**src/sv/msavg_pkg.sv**
```systemverilog
// Package with the shared types, constants and widths of the multichannel sample averager.
`timescale 1ns / 1ps

package msavg_pkg;

	// Channel and counter sizing.
	localparam int CHANNELS   = 4;
	localparam int COUNT_BITS = 16;
	localparam int CH_W       = (CHANNELS > 1) ? $clog2(CHANNELS) : 1;

	// Fixed field widths.
	localparam int SCALE_W  = 16;
	localparam int SUM_W    = 32;
	localparam int IRQ_W    = 32;
	localparam int SAMPLE_W = 16;
	localparam int AVG_W    = 16;

	// Divider sizing: the dividend is the scale times the sum.
	localparam int PROD_W = SCALE_W + SUM_W;
	localparam int DIV_W  = (COUNT_BITS > 16) ? COUNT_BITS : 16;
	localparam int STEP_W = $clog2(PROD_W);

	// Full scale is 2^15 - 1, so dividing by it folds the upper bits onto the lower bits.
	localparam int FOLD_W = 15;

	// Scaling constants.
	localparam logic [SCALE_W-1:0] SCALE_RESET = SCALE_W'(61440);
	localparam logic [DIV_W-1:0]   FULL_SCALE  = DIV_W'(32767);
	localparam logic [DIV_W-1:0]   HALF_SCALE  = DIV_W'(32767 / 2);

	// Averages at or above this limit give a scaled result beyond the output range.
	localparam logic [PROD_W-1:0]  SAT_LIMIT   = PROD_W'(FULL_SCALE) << AVG_W;

	// Operation codes.
	localparam logic OP_SAMPLE = 1'b0;
	localparam logic OP_SEND   = 1'b1;

	// Input transaction.
	typedef struct packed {
		logic                       operation;
		logic [1:0]                 channel;
		logic signed [SAMPLE_W-1:0] sample;
		logic                       read_ok;
	} in_item_t;

	// Output transaction.
	typedef struct packed {
		logic [1:0]       out_channel;
		logic [AVG_W-1:0] average_value;
		logic [IRQ_W-1:0] interrupt_total;
		logic             last;
	} out_item_t;

	// Commands from the controller to the datapath.
	typedef struct packed {
		logic            sample_upd;
		logic            chan_load;
		logic            div_avg_start;
		logic            out_load;
		logic [CH_W-1:0] ch;
	} dp_cmd_t;

	// Status from the datapath to the controller.
	typedef struct packed {
		logic cnt_zero;
		logic div_done;
	} dp_status_t;

endpackage

```
**src/sv/msavg_div.sv**
```systemverilog
// Restoring divider that produces one quotient bit per cycle.
`timescale 1ns / 1ps

module msavg_div
	import msavg_pkg::*;
(
	input  logic              clk,
	input  logic              arst_n,
	input  logic              start,
	input  logic [PROD_W-1:0] dividend,
	input  logic [DIV_W-1:0]  divisor,
	output logic              busy,
	output logic              done,
	output logic [PROD_W-1:0] quotient
);

	logic              busy_q;
	logic              done_q;
	logic [STEP_W-1:0] step_q;
	logic [PROD_W-1:0] quo_q;
	logic [DIV_W-1:0]  rem_q;
	logic [DIV_W-1:0]  dvs_q;
	logic [DIV_W:0]    trial;
	logic              ge;
	logic [DIV_W:0]    diff;

	// One trial subtraction of the shifted remainder.
	always_comb begin
		trial = {rem_q, quo_q[PROD_W-1]};
		ge    = (trial >= {1'b0, dvs_q});
		diff  = trial - {1'b0, dvs_q};
	end

	// Control of the iteration.
	always_ff @(posedge clk or negedge arst_n) begin
		if (!arst_n) begin
			busy_q <= 1'b0;
			done_q <= 1'b0;
			step_q <= '0;
		end else begin
			done_q <= 1'b0;
			if (start) begin
				busy_q <= 1'b1;
				step_q <= '0;
			end else if (busy_q) begin
				if (step_q == STEP_W'(PROD_W - 1)) begin
					busy_q <= 1'b0;
					done_q <= 1'b1;
				end
				step_q <= step_q + 1'b1;
			end
		end
	end

	// Remainder and quotient shift registers.
	always_ff @(posedge clk) begin
		if (start) begin
			quo_q <= dividend;
			rem_q <= '0;
			dvs_q <= divisor;
		end else if (busy_q) begin
			quo_q <= {quo_q[PROD_W-2:0], ge};
			rem_q <= ge ? diff[DIV_W-1:0] : trial[DIV_W-1:0];
		end
	end

	assign busy     = busy_q;
	assign done     = done_q;
	assign quotient = quo_q;

endmodule

```
**src/sv/msavg_dp.sv**
```systemverilog
// Datapath: channel accumulators, scale register, divider and output register.
`timescale 1ns / 1ps

module msavg_dp
	import msavg_pkg::*;
(
	input  logic               clk,
	input  logic               arst_n,
	input  logic               scale_wr_en,
	input  logic [SCALE_W-1:0] scale_wr_data,
	input  in_item_t           in_data,
	input  dp_cmd_t            cmd,
	output dp_status_t         status,
	output out_item_t          out_data
);

	logic [SCALE_W-1:0]    scale_q;
	logic [SUM_W-1:0]      sum_q [CHANNELS];
	logic [COUNT_BITS-1:0] cnt_q [CHANNELS];
	logic [IRQ_W-1:0]      irq_q [CHANNELS];
	logic                  zero_q;
	out_item_t             out_q;

	logic [CH_W-1:0]     in_idx;
	logic                in_range;
	logic [CH_W-1:0]     idx;
	logic [SUM_W-1:0]    sample_val;
	logic [SUM_W:0]      sum_add;
	logic                div_start;
	logic [PROD_W-1:0]   div_dividend;
	logic [DIV_W-1:0]    div_divisor;
	logic                div_busy;
	logic                div_done;
	logic [PROD_W-1:0]   div_quo;
	logic [FOLD_W:0]     fold_hi;
	logic [FOLD_W-1:0]   fold_lo;
	logic [FOLD_W+1:0]   fold_sum;
	logic [FOLD_W+1:0]   full_one;
	logic [FOLD_W+1:0]   full_two;
	logic [FOLD_W+1:0]   scl_quo;
	logic [FOLD_W+1:0]   scl_rem;
	logic                round_up;
	logic [FOLD_W+1:0]   rounded;
	logic [AVG_W-1:0]    avg_val;

	// Shared channel selection for accumulation and for result formation.
	always_comb begin
		in_idx     = CH_W'(in_data.channel);
		in_range   = (32'(in_data.channel) < CHANNELS);
		idx        = cmd.sample_upd ? in_idx : cmd.ch;
		sample_val = in_data.sample[SAMPLE_W-1] ? '0
			: SUM_W'(unsigned'(in_data.sample));
		sum_add    = {1'b0, sum_q[idx]} + {1'b0, sample_val};
	end

	// Scale register.
	always_ff @(posedge clk or negedge arst_n) begin
		if (!arst_n) begin
			scale_q <= SCALE_RESET;
		end else if (scale_wr_en) begin
			scale_q <= scale_wr_data;
		end
	end

	// Per-channel accumulators: updated by samples, cleared as each result is formed.
	always_ff @(posedge clk or negedge arst_n) begin
		if (!arst_n) begin
			for (int i = 0; i < CHANNELS; i++) begin
				sum_q[i] <= '0;
				cnt_q[i] <= '0;
				irq_q[i] <= '0;
			end
		end else if (cmd.sample_upd && in_range) begin
			irq_q[idx] <= irq_q[idx] + 1'b1;
			if (in_data.read_ok && (cnt_q[idx] != '1)) begin
				sum_q[idx] <= sum_add[SUM_W] ? '1 : sum_add[SUM_W-1:0];
				cnt_q[idx] <= cnt_q[idx] + 1'b1;
			end
		end else if (cmd.chan_load) begin
			sum_q[idx] <= '0;
			cnt_q[idx] <= '0;
		end
	end

	// Remember whether the selected channel had no samples.
	always_ff @(posedge clk) begin
		if (cmd.chan_load) begin
			zero_q <= (cnt_q[idx] == '0);
		end
	end

	// The divider takes the scaled sum and the count of the selected channel
	// in the same cycle that the accumulators are cleared.
	always_comb begin
		div_start    = cmd.div_avg_start;
		div_dividend = PROD_W'(scale_q) * PROD_W'(sum_q[idx]);
		div_divisor  = DIV_W'(cnt_q[idx]);
	end

	msavg_div u_div (
		.clk      (clk),
		.arst_n   (arst_n),
		.start    (div_start),
		.dividend (div_dividend),
		.divisor  (div_divisor),
		.busy     (div_busy),
		.done     (div_done),
		.quotient (div_quo)
	);

	// Division by full scale: fold the upper bits onto the lower bits, then
	// correct by up to two subtractions. Rounding is half up, with saturation.
	always_comb begin
		fold_hi  = div_quo[2*FOLD_W:FOLD_W];
		fold_lo  = div_quo[FOLD_W-1:0];
		fold_sum = {1'b0, fold_hi} + {2'b0, fold_lo};
		full_one = (FOLD_W+2)'(FULL_SCALE);
		full_two = {full_one[FOLD_W:0], 1'b0};
		if (fold_sum >= full_two) begin
			scl_quo = {1'b0, fold_hi} + (FOLD_W+2)'(2);
			scl_rem = fold_sum - full_two;
		end else if (fold_sum >= full_one) begin
			scl_quo = {1'b0, fold_hi} + (FOLD_W+2)'(1);
			scl_rem = fold_sum - full_one;
		end else begin
			scl_quo = {1'b0, fold_hi};
			scl_rem = fold_sum;
		end
		round_up = (scl_rem > (FOLD_W+2)'(HALF_SCALE));
		rounded  = scl_quo + (FOLD_W+2)'(round_up);
		if (zero_q) begin
			avg_val = '0;
		end else if ((div_quo >= SAT_LIMIT) || rounded[AVG_W]) begin
			avg_val = '1;
		end else begin
			avg_val = rounded[AVG_W-1:0];
		end
	end

	// Output register.
	always_ff @(posedge clk) begin
		if (cmd.out_load) begin
			out_q.out_channel     <= 2'(cmd.ch);
			out_q.average_value   <= avg_val;
			out_q.interrupt_total <= irq_q[idx];
			out_q.last            <= (32'(cmd.ch) == CHANNELS - 1);
		end
	end

	assign status.cnt_zero = (cnt_q[idx] == '0);
	assign status.div_done = div_done;
	assign out_data        = out_q;

	// A new division never starts while one is in flight.
	assert property (@(posedge clk) disable iff (!arst_n) div_start |-> !div_busy)
		else $error("divider restarted while busy");

endmodule

```
**src/sv/msavg_ctrl.sv**
```systemverilog
// Controller: sequences sample updates and the per-channel result computation.
`timescale 1ns / 1ps

module msavg_ctrl
	import msavg_pkg::*;
(
	input  logic       clk,
	input  logic       arst_n,
	input  logic       in_valid,
	input  logic       in_operation,
	output logic       in_stall,
	output logic       out_valid,
	input  logic       out_stall,
	input  dp_status_t status,
	output dp_cmd_t    cmd
);

	typedef enum logic [2:0] {
		ST_IDLE,
		ST_LOAD,
		ST_DIV_AVG,
		ST_EMIT
	} state_t;

	state_t          state_q;
	logic [CH_W-1:0] ch_q;
	logic            out_valid_q;
	logic            in_accept;
	logic            out_free;
	logic            ch_last;

	always_comb begin
		in_accept = in_valid && (state_q == ST_IDLE);
		out_free  = !out_valid_q || !out_stall;
		ch_last   = (32'(ch_q) == CHANNELS - 1);
	end

	// Commands decoded from the current state.
	always_comb begin
		cmd               = '0;
		cmd.ch            = ch_q;
		cmd.sample_upd    = in_accept && (in_operation == OP_SAMPLE);
		cmd.chan_load     = (state_q == ST_LOAD);
		cmd.div_avg_start = (state_q == ST_LOAD) && !status.cnt_zero;
		cmd.out_load      = (state_q == ST_EMIT) && out_free;
	end

	// State, channel index and output valid.
	always_ff @(posedge clk or negedge arst_n) begin
		if (!arst_n) begin
			state_q     <= ST_IDLE;
			ch_q        <= '0;
			out_valid_q <= 1'b0;
		end else begin
			if (cmd.out_load) begin
				out_valid_q <= 1'b1;
			end else if (!out_stall) begin
				out_valid_q <= 1'b0;
			end
			unique case (state_q)
				ST_IDLE: begin
					if (in_accept && (in_operation == OP_SEND)) begin
						ch_q    <= '0;
						state_q <= ST_LOAD;
					end
				end
				ST_LOAD: begin
					state_q <= status.cnt_zero ? ST_EMIT : ST_DIV_AVG;
				end
				ST_DIV_AVG: begin
					if (status.div_done) begin
						state_q <= ST_EMIT;
					end
				end
				ST_EMIT: begin
					if (out_free) begin
						if (ch_last) begin
							state_q <= ST_IDLE;
						end else begin
							ch_q    <= ch_q + 1'b1;
							state_q <= ST_LOAD;
						end
					end
				end
				default: begin
					state_q <= ST_IDLE;
				end
			endcase
		end
	end

	assign in_stall  = (state_q != ST_IDLE);
	assign out_valid = out_valid_q;

	// The output register is only loaded when its transaction is gone or leaving.
	assert property (@(posedge clk) disable iff (!arst_n)
		cmd.out_load |-> (!out_valid_q || !out_stall))
		else $error("output register overwritten");

	// A send tick starts the channel sweep at the first channel.
	assert property (@(posedge clk) disable iff (!arst_n)
		(in_accept && (in_operation == OP_SEND)) |=> ((state_q == ST_LOAD) && (ch_q == '0)))
		else $error("send tick did not start at the first channel");

	// Divider completions only arrive while a division is awaited.
	assert property (@(posedge clk) disable iff (!arst_n)
		status.div_done |-> (state_q == ST_DIV_AVG))
		else $error("unexpected divider completion");

endmodule

```
**src/sv/multichannel_sample_averager_core.sv**
```systemverilog
// Top level of the four-channel block averager with scaling.
`timescale 1ns / 1ps

// Usage:
// The input channel (in_valid, in_stall, in_data) takes one transaction per
// sample or send tick. A sample transaction is absorbed in the cycle it is
// accepted: it counts an interrupt and, if the read succeeded, adds the
// zero-clamped sample to the channel sum and count. Samples can follow
// back to back, one per cycle, while in_stall is low.
// A send tick produces one output transaction per channel, in channel order,
// with last set on the final one, and clears the sums and counts.
// Each channel result takes a load state, a wait in the divide state for the
// 48-step bit-serial division by the sample count, and an emit state in which
// the division by full scale is done by a fold and compare. A channel with no
// samples skips the division. A send tick thus holds in_stall high until the
// last result is loaded; its first result is valid once channel 0 has passed
// through these states.
// The result sits in an output register; while out_stall is high the sweep
// waits at the next result and the held transaction does not change. After
// the last result is loaded, the next input is accepted even if that result
// still waits.
// Reset clears all sums, counts and interrupt totals and sets the scale to
// 61440. The scale register is written through scale_wr_en/scale_wr_data.

module multichannel_sample_averager_core
	import msavg_pkg::*;
(
	input  logic               clk,
	input  logic               arst_n,
	input  logic               scale_wr_en,
	input  logic [SCALE_W-1:0] scale_wr_data,
	input  logic               in_valid,
	output logic               in_stall,
	input  in_item_t           in_data,
	output logic               out_valid,
	input  logic               out_stall,
	output out_item_t          out_data
);

	dp_cmd_t    cmd;
	dp_status_t status;

	// Controller.
	msavg_ctrl u_ctrl (
		.clk          (clk),
		.arst_n       (arst_n),
		.in_valid     (in_valid),
		.in_operation (in_data.operation),
		.in_stall     (in_stall),
		.out_valid    (out_valid),
		.out_stall    (out_stall),
		.status       (status),
		.cmd          (cmd)
	);

	// Datapath.
	msavg_dp u_dp (
		.clk           (clk),
		.arst_n        (arst_n),
		.scale_wr_en   (scale_wr_en),
		.scale_wr_data (scale_wr_data),
		.in_data       (in_data),
		.cmd           (cmd),
		.status        (status),
		.out_data      (out_data)
	);

endmodule

```
**config.mk**
```make
export PLATFORM = sky130hd
export DESIGN_NAME = multichannel_sample_averager_core
export DESIGN_NICKNAME = d
export VERILOG_FILES = /design/src/sv/msavg_pkg.sv /design/src/sv/msavg_div.sv /design/src/sv/msavg_dp.sv /design/src/sv/msavg_ctrl.sv /design/src/sv/multichannel_sample_averager_core.sv
export SDC_FILE = /design/constraint.sdc
export NUM_CORES = 2
export LEC_CHECK = 0
export ABC_AREA = 1
export BUFFER_PORTS_ARGS = -buffer_cell sky130_fd_sc_hd__buf_4
export CAP_MARGIN = 20
export CORE_MARGIN = 10
export CORE_UTILIZATION = 45
export CTS_BUF_LIST = sky130_fd_sc_hd__clkbuf_4 sky130_fd_sc_hd__clkbuf_8
export DETAILED_ROUTE_END_ITERATION = 16
export PLACE_DENSITY = 0.65
export SLEW_MARGIN = 20
export SYNTH_ARGS = -nofsm -noshare
export SYNTH_HDL_FRONTEND = slang
export SYNTH_SLANG_ARGS = --single-unit
```
**constraint.sdc**
```tcl
create_clock -name clk -period 10.6 [get_ports clk]
set_input_delay 0 -clock clk [delete_from_list [all_inputs] [get_ports clk]]
set_output_delay 0 -clock clk [all_outputs]
set_load 0.01 [all_outputs]
```
==> run_results.csv <==
group,metric,value,unit
run_status,outcome,"finished clean",
logic_synthesis,synth_warnings,0,
cts,root_buffer,"clkbuf_8",
logic_synthesis,ys_seq_area_share,28.7,%
cts,postCtsHoldBufs,64,
logic_synthesis,syn_area_per_cell,7.89,sq um
setup_path,cpMostUsedCell,"fa_1",
place,io_buffers,93,
detailed_routing,drc,0,
setup_path,cpMaxStageDelayCell,"inv_2",
setup_path,r2r-end,"u_dp.u_div.quotient[41]$_DFFE_PP_",
worst_hold_path,hold_class,"in2reg",
timing,maxSlewHeadroom,23.6,%
timing,setup_tns,0,ps
cts,path_clk_slew,60,ps
logic_synthesis,synth_top_cell_area_share,19.7,%
cells_and_area,drive_gt1_share,7.95,%
global_routing,grt_pass1_wl,214000,um
global_routing,grt_pass1_vias,37700,
setup_path,regToRegSetupSlack,1070,ps
timing,hold_viol,0,
setup_path,worstPathRequired,11050,ps
place,hpwl,95800,um
logic_synthesis,synth_edf_count,116,
cts,cts.sink_count,481,
timing,finalSetupViolCount,0,
timing,max_freq,105,MHz
logic_synthesis,syn-num-nets,6192,
logic_synthesis,synthCells,5548,
floorplan,core-area,96600,sq um
setup_path,cp-start-kind,"register",
detailed_routing,route.vias.total,38100,
setup_path,path_class,"reg2reg",
global_routing,grt_overflow,0,
detailed_routing,first_iter_violations,3689,
floorplan,start_util,45.3,%
global_routing,grt_max_degree,143,
logic_synthesis,synth-main-ff-cell,"dfrtp_1",
cts,cts_resized,0,
timing,skew,66.5,ps
detailed_routing,vias_per_cell,5.50,
logic_synthesis,yosys.cell_types.count,76,
detailed_routing,drt_first_pass_iters,7,
cells_and_area,nets,6224,
setup_path,reg2reg_from,"u_ctrl.state_q[0]$_DFFE_PN0P_",
logic_synthesis,synth.most_common_cell,"nand2_1",
timing,final.period_utilization,89.9,%
cts,cts_setup_buffers,0,
setup_path,crit_path_max_fanout,41,
floorplan,die-height,332,um
floorplan,die_x,332,um
logic_synthesis,synthArstFlopShare,72.6,%
cells_and_area,nFillCells,9232,
worst_hold_path,hold_depth,8,
floorplan,design.die.area,110000,sq um
cts,clock_path_buffers,3,
floorplan,rows,114,
cts,clock_latency,770,ps
timing,whs,58.2,ps
timing,rsz0062_at_grt,"no",
cts,cts_tree,"built",
detailed_routing,ant_nets,0,
logic_synthesis,yosys-top-cells-area,"dfrtp_1 20%, fa_1 19%, nand2_1 12%",
setup_path,endpoint_kind,"register",
cells_and_area,syn2layout_area_growth,9.62,%
logic_synthesis,syn_area,43700,sq um
timing,finalMaxSlewViolations,0,
setup_path,critPathMaxStageDelay,680,ps
logic_synthesis,synth-seq-cells,481,
global_routing,antenna_found_initial,1,
cts,htree_levels,3,
logic_synthesis,synthTopCellsByCount,"1,342 x nand2_1, 869 x inv_1, 539 x nor2_1, 421 x fa_1, 345 x dfrtp_1",
run,max_cap_viol_count,0,
setup_path,critPathArrivalTime,9980,ps
setup_path,rr_worst_depth,29,
detailed_routing,wl_per_cell,19.4,um
cts,cts_buffers,89,
setup_path,crit_path_start,"u_ctrl.state_q[0]$_DFFE_PN0P_",
timing,worst_pin_slew,1140,ps
place,gp_congestion,0.958,
global_routing,grt_util_all_layers,24.0,%
detailed_routing,wirelength,134000,um
floorplan,ios,94,
timing,period_needed,9530,ps
logic_synthesis,yosys.area.top_type,"dfrtp_1",
setup_path,crit_path_end,"u_dp.u_div.quotient[41]$_DFFE_PP_",
## logic make-up after synthesis
group	Yosys count	synth area share, %
xor gates and xnor gates	139	2.82
buffers and inverters	1169	10.6
AOI/OAI and AO/OA	832	11.5
DFF	481	28.7
and+or+nand+nor	2324	22.0
adders and majority gates	603	24.5
## per-stage QoR
step	std cells	utilization [%]	area, sq um	worst slack, ps
6_report	6927	49.7	48000	1070
5_1_grt	6926	49.7	48000	574
4_1_cts	6924	49.6	47900	1200
3_5_place_dp	6700	46.9	45300	1210
3_3_place_gp	6700	46.9	45300	1330
2_1_floorplan	5548	-	43700	2410
## critical path, delay by kind of cell (launching register included)
| family | cells | cell delay (ps) |
|---|---|---|
| AOI/OAI and AO/OA | 10 | 2790 |
| DFF | 1 | 410 |
| buffers and inverters | 7 | 1500 |
| xor gates and xnor gates | 1 | 230 |
| and+or+nand+nor | 3 | 480 |
| adders and majority gates | 8 | 3780 |
## worst min path at each step
stage,to,startpoint,slack [ps]
2_1_floorplan,u_ctrl.ch_q[0]$_DFFE_PN0P_,arst_n,-300
3_3_place_gp,u_dp.irq_q[20]$_DFFE_PN0P_,arst_n,120
3_5_place_dp,u_dp.irq_q[20]$_DFFE_PN0P_,arst_n,120
4_1_cts,u_dp.sum_q[102]$_DFFE_PN0P_,in_data[7],30
5_1_grt,u_ctrl.out_valid$_DFFE_PN0P_,out_stall,80
6_report,u_dp.sum_q[102]$_DFFE_PN0P_,in_data[7],60
## metal layers
layer	track usage, %	share of wire (%)
met5	0	0
met1	33.3	43
met2	37.4	45
met4	6.97	2.5
met3	4.97	9.2
## placed cells by master, fill, tap and decap left out, drive strengths merged, types with 147 or more instances in the layout
cell,instances
inv,892
fa,421
ha,182
nand2,1366
nand3,285
buf,147
a21oi,191
dfrtp,345
nor2,556
o21ai,305
## flip-flops by register name, summed over array words and instances (netlist names)
| signal | cells |
|---|---|
| u_dp.u_div.done | 1 |
| u_dp.u_div.quotient | 48 |
| u_dp.irq_q | 128 |
| u_dp.u_div.rem_q | 16 |
| u_dp.scale_q | 16 |
| u_dp.cnt_q | 64 |
| u_dp.u_div.dvs_q | 16 |
| u_dp.u_div.busy | 1 |
| u_dp.sum_q | 128 |
| u_ctrl.ch_q | 2 |
| u_ctrl.out_valid | 1 |
| u_ctrl.state_q | 2 |
| u_dp.u_div.step_q | 6 |
| u_dp.zero_q | 1 |
| u_dp.out_data | 51 |
## area by class of cell
cell class | instances | area, sq um | area share, %
clock buffers | 136 | 1680 | 3.50
repair buffers | 210 | 1790 | 3.74
clock inverters | 24 | 317 | 0.660
well taps | 1276 | 1600 | 3.33
inverters | 900 | 3390 | 7.06
diodes | 2 | 5.00 | 0.0104
flip-flops and latches | 481 | 12500 | 26.2
multi-input cells | 3898 | 26600 | 55.5
Power is not shown: default switching activity piles up to over one toggle a cycle in this logic, so the estimate is an artifact.
